==> src/rtl/core/u8sd_pkg.sv <==
// ----------------------------------------------------------------------------
// u8sd_pkg
// Shared constants and types for the UTF-8 stream decoder.
// ----------------------------------------------------------------------------
`default_nettype none

package u8sd_pkg;

  localparam int unsigned BYTE_W = 8;
  localparam int unsigned CP_W   = 21;
  localparam int unsigned CNT_W  = 3;

  // Lead byte ranges
  localparam logic [BYTE_W-1:0] ASCII_LIMIT = 8'h80;
  localparam logic [BYTE_W-1:0] LEAD2_MIN   = 8'hC2;
  localparam logic [BYTE_W-1:0] LEAD2_MAX   = 8'hDF;
  localparam logic [BYTE_W-1:0] LEAD3_MIN   = 8'hE0;
  localparam logic [BYTE_W-1:0] LEAD3_MAX   = 8'hEF;
  localparam logic [BYTE_W-1:0] LEAD4_MIN   = 8'hF0;
  localparam logic [BYTE_W-1:0] LEAD4_MAX   = 8'hF4;

  // Special lead bytes that narrow the second byte's range
  localparam logic [BYTE_W-1:0] LEAD_E0     = 8'hE0;
  localparam logic [BYTE_W-1:0] LEAD_ED     = 8'hED;
  localparam logic [BYTE_W-1:0] LEAD_F0     = 8'hF0;
  localparam logic [BYTE_W-1:0] LEAD_F4     = 8'hF4;
  localparam logic [BYTE_W-1:0] BOUND_A0    = 8'hA0;
  localparam logic [BYTE_W-1:0] BOUND_90    = 8'h90;

  // Continuation byte form 10xxxxxx
  localparam logic [BYTE_W-1:0] CONT_MASK   = 8'hC0;
  localparam logic [BYTE_W-1:0] CONT_TAG    = 8'h80;
  localparam logic [BYTE_W-1:0] CONT_BITS   = 8'h3F;

  typedef struct packed {
    logic            emit;
    logic [CP_W-1:0]  code_point;
    logic [CNT_W-1:0] byte_count;
    logic            invalid;
  } result_t;

endpackage

`default_nettype wire

==> src/rtl/core/u8sd_step.sv <==
// ----------------------------------------------------------------------------
// u8sd_step
// Sequence state and single-byte decode: consumes one byte per take and
// gives the result, if any, that the byte completes.
// ----------------------------------------------------------------------------
`default_nettype none

module u8sd_step (
  input  wire logic                          clk,
  input  wire logic                          rst_n,
  input  wire logic                          take,
  input  wire logic [u8sd_pkg::BYTE_W-1:0]   data_byte,
  input  wire logic                          end_of_string,
  output u8sd_pkg::result_t                  res
);

  logic [1:0]                     pending_r, pending_nxt;
  logic [u8sd_pkg::CP_W-1:0]      accum_r,   accum_nxt;
  logic [u8sd_pkg::BYTE_W-1:0]    lead_r,    lead_nxt;
  logic [u8sd_pkg::CNT_W-1:0]     seen_r,    seen_nxt;
  logic                           discard_r, discard_nxt;

  logic                           cont_ok;
  logic [u8sd_pkg::CP_W-1:0]      accum_ext;
  logic [u8sd_pkg::CNT_W-1:0]     seen_inc;
  logic [1:0]                     pending_dec;

  always_comb begin
    cont_ok = (data_byte & u8sd_pkg::CONT_MASK) == u8sd_pkg::CONT_TAG;
    if (seen_r == u8sd_pkg::CNT_W'(1)) begin
      if (lead_r == u8sd_pkg::LEAD_E0 && data_byte <  u8sd_pkg::BOUND_A0) cont_ok = 1'b0;
      if (lead_r == u8sd_pkg::LEAD_ED && data_byte >= u8sd_pkg::BOUND_A0) cont_ok = 1'b0;
      if (lead_r == u8sd_pkg::LEAD_F0 && data_byte <  u8sd_pkg::BOUND_90) cont_ok = 1'b0;
      if (lead_r == u8sd_pkg::LEAD_F4 && data_byte >= u8sd_pkg::BOUND_90) cont_ok = 1'b0;
    end
    accum_ext   = {accum_r[u8sd_pkg::CP_W-7:0], data_byte[5:0]};
    seen_inc    = seen_r + u8sd_pkg::CNT_W'(1);
    pending_dec = pending_r - 2'd1;
  end

  always_comb begin
    pending_nxt = pending_r;
    accum_nxt   = accum_r;
    lead_nxt    = lead_r;
    seen_nxt    = seen_r;
    discard_nxt = discard_r;
    res         = '0;

    if (discard_r) begin
      // drop bytes up to the end of the string
      if (end_of_string) discard_nxt = 1'b0;
    end else if (pending_r == 2'd0) begin
      if (data_byte < u8sd_pkg::ASCII_LIMIT) begin
        res.emit       = 1'b1;
        res.code_point = u8sd_pkg::CP_W'(data_byte);
        res.byte_count = u8sd_pkg::CNT_W'(1);
      end else if (data_byte inside {[u8sd_pkg::LEAD2_MIN:u8sd_pkg::LEAD2_MAX],
                                     [u8sd_pkg::LEAD3_MIN:u8sd_pkg::LEAD3_MAX],
                                     [u8sd_pkg::LEAD4_MIN:u8sd_pkg::LEAD4_MAX]}) begin
        if (data_byte <= u8sd_pkg::LEAD2_MAX) begin
          pending_nxt = 2'd1;
          accum_nxt   = u8sd_pkg::CP_W'(data_byte[4:0]);
        end else if (data_byte <= u8sd_pkg::LEAD3_MAX) begin
          pending_nxt = 2'd2;
          accum_nxt   = u8sd_pkg::CP_W'(data_byte[3:0]);
        end else begin
          pending_nxt = 2'd3;
          accum_nxt   = u8sd_pkg::CP_W'(data_byte[2:0]);
        end
        lead_nxt = data_byte;
        seen_nxt = u8sd_pkg::CNT_W'(1);
        if (end_of_string) begin
          // lead byte cut off by the end of the string
          res.emit       = 1'b1;
          res.byte_count = u8sd_pkg::CNT_W'(1);
          res.invalid    = 1'b1;
          pending_nxt    = 2'd0;
          accum_nxt      = '0;
          lead_nxt       = '0;
          seen_nxt       = '0;
        end
      end else begin
        res.emit       = 1'b1;
        res.byte_count = u8sd_pkg::CNT_W'(1);
        res.invalid    = 1'b1;
        discard_nxt    = !end_of_string;
      end
    end else if (!cont_ok) begin
      res.emit       = 1'b1;
      res.byte_count = seen_inc;
      res.invalid    = 1'b1;
      pending_nxt    = 2'd0;
      accum_nxt      = '0;
      lead_nxt       = '0;
      seen_nxt       = '0;
      discard_nxt    = !end_of_string;
    end else if (pending_dec == 2'd0) begin
      res.emit       = 1'b1;
      res.code_point = accum_ext;
      res.byte_count = seen_inc;
      pending_nxt    = 2'd0;
      accum_nxt      = '0;
      lead_nxt       = '0;
      seen_nxt       = '0;
    end else if (end_of_string) begin
      res.emit       = 1'b1;
      res.byte_count = seen_inc;
      res.invalid    = 1'b1;
      pending_nxt    = 2'd0;
      accum_nxt      = '0;
      lead_nxt       = '0;
      seen_nxt       = '0;
    end else begin
      pending_nxt = pending_dec;
      accum_nxt   = accum_ext;
      seen_nxt    = seen_inc;
    end

    // hold state unless a byte is consumed
    if (!take) begin
      pending_nxt = pending_r;
      accum_nxt   = accum_r;
      lead_nxt    = lead_r;
      seen_nxt    = seen_r;
      discard_nxt = discard_r;
      res.emit    = 1'b0;
    end
  end

  always_ff @(posedge clk) begin
    if (!rst_n) begin
      pending_r <= '0;
      accum_r   <= '0;
      lead_r    <= '0;
      seen_r    <= '0;
      discard_r <= 1'b0;
    end else begin
      pending_r <= pending_nxt;
      accum_r   <= accum_nxt;
      lead_r    <= lead_nxt;
      seen_r    <= seen_nxt;
      discard_r <= discard_nxt;
    end
  end

endmodule

`default_nettype wire

==> src/rtl/core/u8sd_out_stage.sv <==
// ----------------------------------------------------------------------------
// u8sd_out_stage
// Result register: holds one decoded character until its transfer.
// ----------------------------------------------------------------------------
`default_nettype none

module u8sd_out_stage (
  input  wire logic                          clk,
  input  wire logic                          rst_n,
  input  wire logic                          load,
  input  wire u8sd_pkg::result_t             res,
  input  wire logic                          out_stall,
  output logic                               out_valid,
  output logic [u8sd_pkg::CP_W-1:0]          out_code_point,
  output logic [u8sd_pkg::CNT_W-1:0]         out_byte_count,
  output logic                               out_invalid
);

  logic                          vld_r, vld_nxt;
  logic [u8sd_pkg::CP_W-1:0]     cp_r;
  logic [u8sd_pkg::CNT_W-1:0]    cnt_r;
  logic                          bad_r;

  always_comb begin
    vld_nxt = vld_r;
    if (vld_r && !out_stall) vld_nxt = 1'b0;
    if (load)                vld_nxt = res.emit;
  end

  always_ff @(posedge clk) begin
    if (!rst_n) begin
      vld_r <= 1'b0;
    end else begin
      vld_r <= vld_nxt;
    end
  end

  always_ff @(posedge clk) begin
    if (load && res.emit) begin
      cp_r  <= res.code_point;
      cnt_r <= res.byte_count;
      bad_r <= res.invalid;
    end
  end

  assign out_valid      = vld_r;
  assign out_code_point = cp_r;
  assign out_byte_count = cnt_r;
  assign out_invalid    = bad_r;

endmodule

`default_nettype wire

==> src/rtl/core/utf8_stream_decoder_unit.sv <==
// ----------------------------------------------------------------------------
// utf8_stream_decoder_unit
// Strict UTF-8 decoder: one byte in per transfer, one result per character
// or per malformed sequence.
// ----------------------------------------------------------------------------
//  channel | direction | payload                                  | handshake
//  in_     | input     | data_byte[7:0], end_of_string             | valid/stall
//  out_    | output    | code_point[20:0], byte_count[2:0], invalid| valid/stall
//
//  One byte per clock sustained unless the result register is stalled; a
//  byte passes the input register, then is decoded into the result register,
//  whose valid drives out_valid.
//  Synchronous active-low reset clears the sequence state and both valids.
//  in_stall rises only when a byte is held and the result register is full
//  and stalled; nothing is lost or repeated across stalls.
// ----------------------------------------------------------------------------
`default_nettype none

module utf8_stream_decoder_unit (
  input  wire logic                          clk,
  input  wire logic                          rst_n,
  input  wire logic                          in_valid,
  output logic                               in_stall,
  input  wire logic [u8sd_pkg::BYTE_W-1:0]   in_data_byte,
  input  wire logic                          in_end_of_string,
  output logic                               out_valid,
  input  wire logic                          out_stall,
  output logic [u8sd_pkg::CP_W-1:0]          out_code_point,
  output logic [u8sd_pkg::CNT_W-1:0]         out_byte_count,
  output logic                               out_invalid
);

  logic                          in_vld_r, in_vld_nxt;
  logic [u8sd_pkg::BYTE_W-1:0]   in_byte_r;
  logic                          in_eos_r;
  logic                          take;
  logic                          in_xfer;
  u8sd_pkg::result_t             res;

  // advance the held byte once the result register is free or draining
  assign take     = in_vld_r && (!out_valid || !out_stall);
  assign in_stall = in_vld_r && !take;
  assign in_xfer  = in_valid && !in_stall;

  always_comb begin
    in_vld_nxt = in_vld_r;
    if (take)    in_vld_nxt = 1'b0;
    if (in_xfer) in_vld_nxt = 1'b1;
  end

  always_ff @(posedge clk) begin
    if (!rst_n) begin
      in_vld_r <= 1'b0;
    end else begin
      in_vld_r <= in_vld_nxt;
    end
  end

  always_ff @(posedge clk) begin
    if (in_xfer) begin
      in_byte_r <= in_data_byte;
      in_eos_r  <= in_end_of_string;
    end
  end

  u8sd_step u_step (
    .clk           (clk),
    .rst_n         (rst_n),
    .take          (take),
    .data_byte     (in_byte_r),
    .end_of_string (in_eos_r),
    .res           (res)
  );

  u8sd_out_stage u_out (
    .clk            (clk),
    .rst_n          (rst_n),
    .load           (take),
    .res            (res),
    .out_stall      (out_stall),
    .out_valid      (out_valid),
    .out_code_point (out_code_point),
    .out_byte_count (out_byte_count),
    .out_invalid    (out_invalid)
  );

endmodule

`default_nettype wire

==> config.mk <==
export PLATFORM = sky130hd
export DESIGN_NAME = utf8_stream_decoder_unit
export DESIGN_NICKNAME = d
export VERILOG_FILES = /design/src/rtl/core/u8sd_pkg.sv /design/src/rtl/core/u8sd_step.sv /design/src/rtl/core/u8sd_out_stage.sv /design/src/rtl/core/utf8_stream_decoder_unit.sv
export SDC_FILE = /design/constraint.sdc
export NUM_CORES = 1
export LEC_CHECK = 0
export ABC_AREA = 0
export BUFFER_PORTS_ARGS = -buffer_cell sky130_fd_sc_hd__buf_2
export CORE_ASPECT_RATIO = 2
export CORE_UTILIZATION = 50
export CTS_BUF_LIST = sky130_fd_sc_hd__clkbuf_16
export CTS_CLUSTER_SIZE = 28
export DETAILED_ROUTE_END_ITERATION = 6
export PLACE_DENSITY = 0.71
export SKIP_CTS_REPAIR_TIMING = 1
export SLEW_MARGIN = 15
export SYNTH_ARGS = -nofsm -noshare
export SYNTH_HDL_FRONTEND = slang
export SYNTH_HIERARCHICAL = 1
export SYNTH_SLANG_ARGS = --single-unit
==> constraint.sdc <==
create_clock -name clk -period 3 [get_ports clk]
set_input_delay 0.15 -clock clk [delete_from_list [all_inputs] [get_ports clk]]
set_output_delay 0.15 -clock clk [all_outputs]
set_load 0.005 [all_outputs]
=== Word-level counts from Yosys, hierarchy flattened ===
Index checks and enable logic that the tools add are counted.

* Register bits after elaboration: 65
* Bits in latches: 0
* Bits in writable memories: 0
* Bits in read-only memories: 0
* Input port bits: 13
* Output and inout bits: 27
* Word-level logic and storage cells: 126
* Memories kept: 0

* $add $sub $neg: 2
* Multiply operators: 0
* Divide/modulo/power cells: 0
* Magnitude comparators: 11
* Equality and inequality tests: 9
* Shifts and indexed selects: 0
* Multiplexer cells: 66
* Bitwise gates (word level): 1
* Reductions and logical operators: 25

{| class="wikitable"
|+ Operators with widths
! cell !! number
|-
| two-way mux 15 bit || 7
|-
| two-way mux 8 bit || 8
|-
| two-way mux 26 bit || 2
|-
| two-way mux 21 bit || 2
|-
| greater-or-equal comparator 8 bit (second input constant) || 5
|-
| == test 8 bit (second input constant) || 4
|-
| two-way mux 1 bit || 26
|-
| less-or-equal comparator 8 bit (second input constant) || 3
|-
| < comparator 8 bit (second input constant) || 3
|-
| two-way mux 3 bit || 7
|-
| two-way mux 2 bit || 10
|-
| logical AND 1 bit || 12
|-
| two-way mux 4 bit || 3
|-
| zero test 1 bit || 5
|-
| two-way mux 5 bit || 1
|-
| AND reduction 5 bit || 1
|-
| zero test 2 bit || 2
|-
| != test 2 bit (second input constant) || 2
|-
| != test 4 bit (second input constant) || 1
|-
| AND reduction 4 bit || 1
|-
| nonzero test 2 bit || 2
|-
| adder 3 x 1 -> 3 bit (second input constant) || 1
|-
| == test 3 x 1 -> 1 bit (second input constant) || 1
|-
| nonzero test 3 bit || 1
|-
| other kinds (4) || 4
|}

=== Logic depth before layout (Yosys ltp) ===
* Word-level depth: 12
* Gate-level depth with buffers: 9

=== Cells and area by module ===
The synthesis kept the hierarchy.

{| class="wikitable"
|+ By module, submodules not included
! module !! times used !! cells each !! area each (µm²)
|-
| u8sd_step || 1 || 211 || 1702.9
|-
| u8sd_out_stage || 1 || 29 || 793.3
|-
| utf8_stream_decoder_unit || 1 || 14 || 322.8
|}

=== Least setup slack after synthesis ===
No wires, ideal clock.

* Kind: flip-flop to flip-flop
* From: register in_byte_r[5] (netlist bit)
* To: register u_out.cnt_r (netlist bit u_out/out_byte_count[0]), enable pin
* Setup time: 0.385 ns
* Data arrival time: 2.230 ns
* Data required time: 2.615 ns
* Path slack: 0.385 ns
* Cell stages (with the launch flop): 8
* Buffers on the path: 2
* Clock period less this slack: 2.615 ns
* Cells stage by stage: edfxtp_1 -> buf_2 -> nor2_1 -> o21ai_0 -> a2111o_1 -> buf_2 -> a211oi_1 -> and2_1

{| class="wikitable"
|+ RTL lines
! item !! line !! source
|-
| start, declared || utf8_stream_decoder_unit.sv:34 || <nowiki>logic [u8sd_pkg::BYTE_W-1:0] in_byte_r;</nowiki>
|-
| start signal, assigned || utf8_stream_decoder_unit.sv:61 || <nowiki>in_byte_r <= in_data_byte;</nowiki>
|-
| end signal, assigned || u8sd_out_stage.sv:41 || <nowiki>cnt_r <= res.byte_count;</nowiki>
|-
| end, declared || u8sd_out_stage.sv:21 || <nowiki>logic [u8sd_pkg::CNT_W-1:0] cnt_r;</nowiki>
|}

==> impl_metrics.json <==
{
  "clkSlewWorstSetupHoldPaths_ns": 0.05,
  "worstPathArrival_ns": 2.39,
  "cp-start-kind": "flip-flop",
  "worstPathRequired_ns": 2.96,
  "drv_slew": 0,
  "final_area_sq_um": 3490,
  "ir_worst_vdd_uv": 538,
  "via_per_inst": 5.77,
  "drt_pre_antenna_iters": 4,
  "io_pins": 40,
  "first_iter_violations": 86,
  "synthCells": 254,
  "crit_path_max_fanout": 26,
  "async_reset_ff_share_pct": 0,
  "grt_usage_pct": 23.8,
  "holdPathEnd": "in_vld_r",
  "critPathCaptureType": "flip-flop",
  "setup_viol_count_final": 0,
  "hp-start": "in_valid",
  "total_power_mw": 2.16,
  "rsz0062_at_grt": "false",
  "finClkSkew_ns": 0.00521,
  "die_y_um": 108,
  "clockBufferDepth": 2,
  "run_status": "finished clean",
  "crit_cells": 5,
  "grt_overflow_total": 0,
  "tritoncts": "done",
  "synth-edff-count": 34,
  "layout.nets": 326,
  "cts_root_buf": "clkbuf_16",
  "routed_wirelength_mm": 6.21,
  "cpPeakStageDelay_ns": 0.58,
  "yosysMostFrequentCell": "edfxtp_1",
  "tightest_slew_ns": 0.727,
  "grt_pass1_wl_mm": 9.74,
  "worst_hold_path_type": "input pin to flip-flop",
  "place_area_sq_um": 3090,
  "detail-route-antenna-nets": 0,
  "core_area_sq_um": 5420,
  "path_buf_inv": 0,
  "area.growth.synth_to_final_pct": 23.7,
  "ys_top_cells_by_count": "34 x edfxtp_1, 31 x dfxtp_1, 25 x nand2_1, 18 x a21oi_1, 16 x and2_1",
  "routabilityCongestion": 0.984,
  "antenna_found_initial": 0,
  "routedWlPerCell_um": 16.6,
  "clock-sinks": 65,
  "grt_pass1_vias": 2097,
  "fmaxAchievable_mhz": 411,
  "cts_buffers": 9,
  "slew_headroom_pct": 51.4,
  "cellPowerDensity_nw_per_um2": 620,
  "yosys_register_bits": 65,
  "path_class": "flip-flop to flip-flop",
  "reg2reg_slack_ns": 0.56,
  "grt_max_degree": 29,
  "synth_area_sq_um": 2820,
  "p_leak_nw": 1.28,
  "reg2reg_from": "in_byte_r[5]",
  "crit_family": "simple AND/OR/NAND/NOR gates",
  "hold_viol_final": 0,
  "clock_latency_ns": 0.32,
  "die_x_um": 55.1,
  "synth_top_area_share_pct": 36.2,
  "drc": 0,
  "num_rows": 38,
  "rr_worst_depth": 5,
  "period_needed_ns": 2.44,
  "die-area_sq_um": 5960,
  "slowest_stage": "and2_2",
  "initial_core_util_pct": 52.0,
  "synth_warnings": 6,
  "vias": 2158,
  "htree_levels": 3,
  "crit_chain": "nor2_1 > o21ai_0 > a2111o_1 > a211oi_1 > and2_2",
  "syn-num-nets": 271,
  "ys_dominant_reg_cell": "edfxtp_1",
  "synth.avg_cell_area_sq_um": 11.1,
  "ys_seq_area_share_pct": 58.2,
  "finalCritPeriodShare_pct": 81.2,
  "maxCapViolations": 0,
  "r2r_end": "u_out/out_code_point[2]",
  "hold_depth": 2,
  "dp_hpwl_mm": 4.39,
  "synth_top_cell_by_area": "edfxtp_1",
  "port_buffers": 39,
  "synthTopCellsByArea": "edfxtp_1 36%, dfxtp_1 22%, and2_1 3.6%, nand2_1 3.3%, a21oi_1 3.2%",
  "drive_gt1_share_pct": 22.3,
  "ys_types": 44,
  "fin_setup_tns_ns": 0,
  "antenna_cells": 0
}
==> sequential cells by signal, summed over array words and instances, names as in the netlist <==
register and cells:
u_step/pending_r 2, u_step/seen_r 3, in_eos_r 1, u_step/lead_r 8, in_vld_r 1, u_step/discard_r 1
u_out/out_valid 1, u_out/out_code_point 21, in_byte_r 8, u_out/out_invalid 1, u_step/accum_r 15, u_out/out_byte_count 3
==> power by group <==
| part | internal (mW) | leakage, nW | total, mW | switching [mW] |
|---|---|---|---|---|
| clock network | 0.712 | 0.161 | 1.06 | 0.343 |
| registers | 0.957 | 0.553 | 0.976 | 0.0189 |
| logic | 0.0533 | 0.570 | 0.130 | 0.0769 |
==> cells by family (layout without fill, tap and decap cells) <==
logic type	count (synthesis)	count (layout)	synth area share (%)
AO/OA/AOI/OAI	55	55	13.5
buffers and inverters	17	77	2.93
flip-flops	65	65	58.2
adder cells (fa/ha/maj)	4	4	1.78
AND/OR/NAND/NOR	113	113	23.6
==> cell type report <==
cell class | instances | area (sq um)
Tap cell | 60 | 75.1
Fill cell | 450 | 1930
Clock buffer | 9 | 225
Clock inverter | 7 | 80.1
Sequential cell | 65 | 1640
Inverter | 4 | 15.0
Multi-Input combinational cell | 172 | 1100
Timing Repair Buffer | 57 | 353
==> cells in the final DEF, fill, tap and decap left out, types with 7 or more instances in the layout <==
cell and count:
edfxtp_1 34, inv_1 7, and2_1 15, buf_4 9
nor2_1 9, nand3_1 15, o21ai_0 11, nand2_1 25
nor2b_1 11, buf_2 39, nand4_1 13, a21oi_1 18
clkbuf_16 9, dfxtp_1 31, dlygate4sd3_1 9
==> stage by stage <==
stage | std cells | setup slack [ns] | util [%] | hold WS [ns]
after floorplan | 254 | 0.385 | - | 0.249
after global placement | 349 | 0.323 | 57.0 | 0.327
after detailed placement | 349 | 0.132 | 57.0 | 0.328
after CTS | 365 | 0.130 | 62.6 | -0.00949
after global routing | 374 | 0.316 | 64.3 | 0.0698
final | 374 | 0.564 | 64.3 | 0.0605
==> worst max-delay path by stage <==
stage,startpoint,end,slack (ns)
2_1_floorplan,in_byte_r[5],u_out/out_byte_count[0],0.38
3_3_place_gp,in_byte_r[5],u_out/out_code_point[4],0.32
3_5_place_dp,in_byte_r[5],u_out/out_code_point[9],0.13
4_1_cts,in_byte_r[5],u_out/out_code_point[17],0.13
5_1_grt,in_byte_r[5],u_out/out_byte_count[0],0.32
6_report,in_byte_r[5],u_out/out_code_point[2],0.56
==> routing by layer <==
layer / up-vias / global-route usage [%] / part of all wire (%)
met3: 20 / 7.74 / 3.8
li1: 1052 / - / -
met2: 66 / 39.2 / 56
met4: 0 / 16.4 / 4.8
met1: 1020 / 23.9 / 36
met5: - / 0 / 0
No activity file was read; power rests on OpenSTA's default activity.
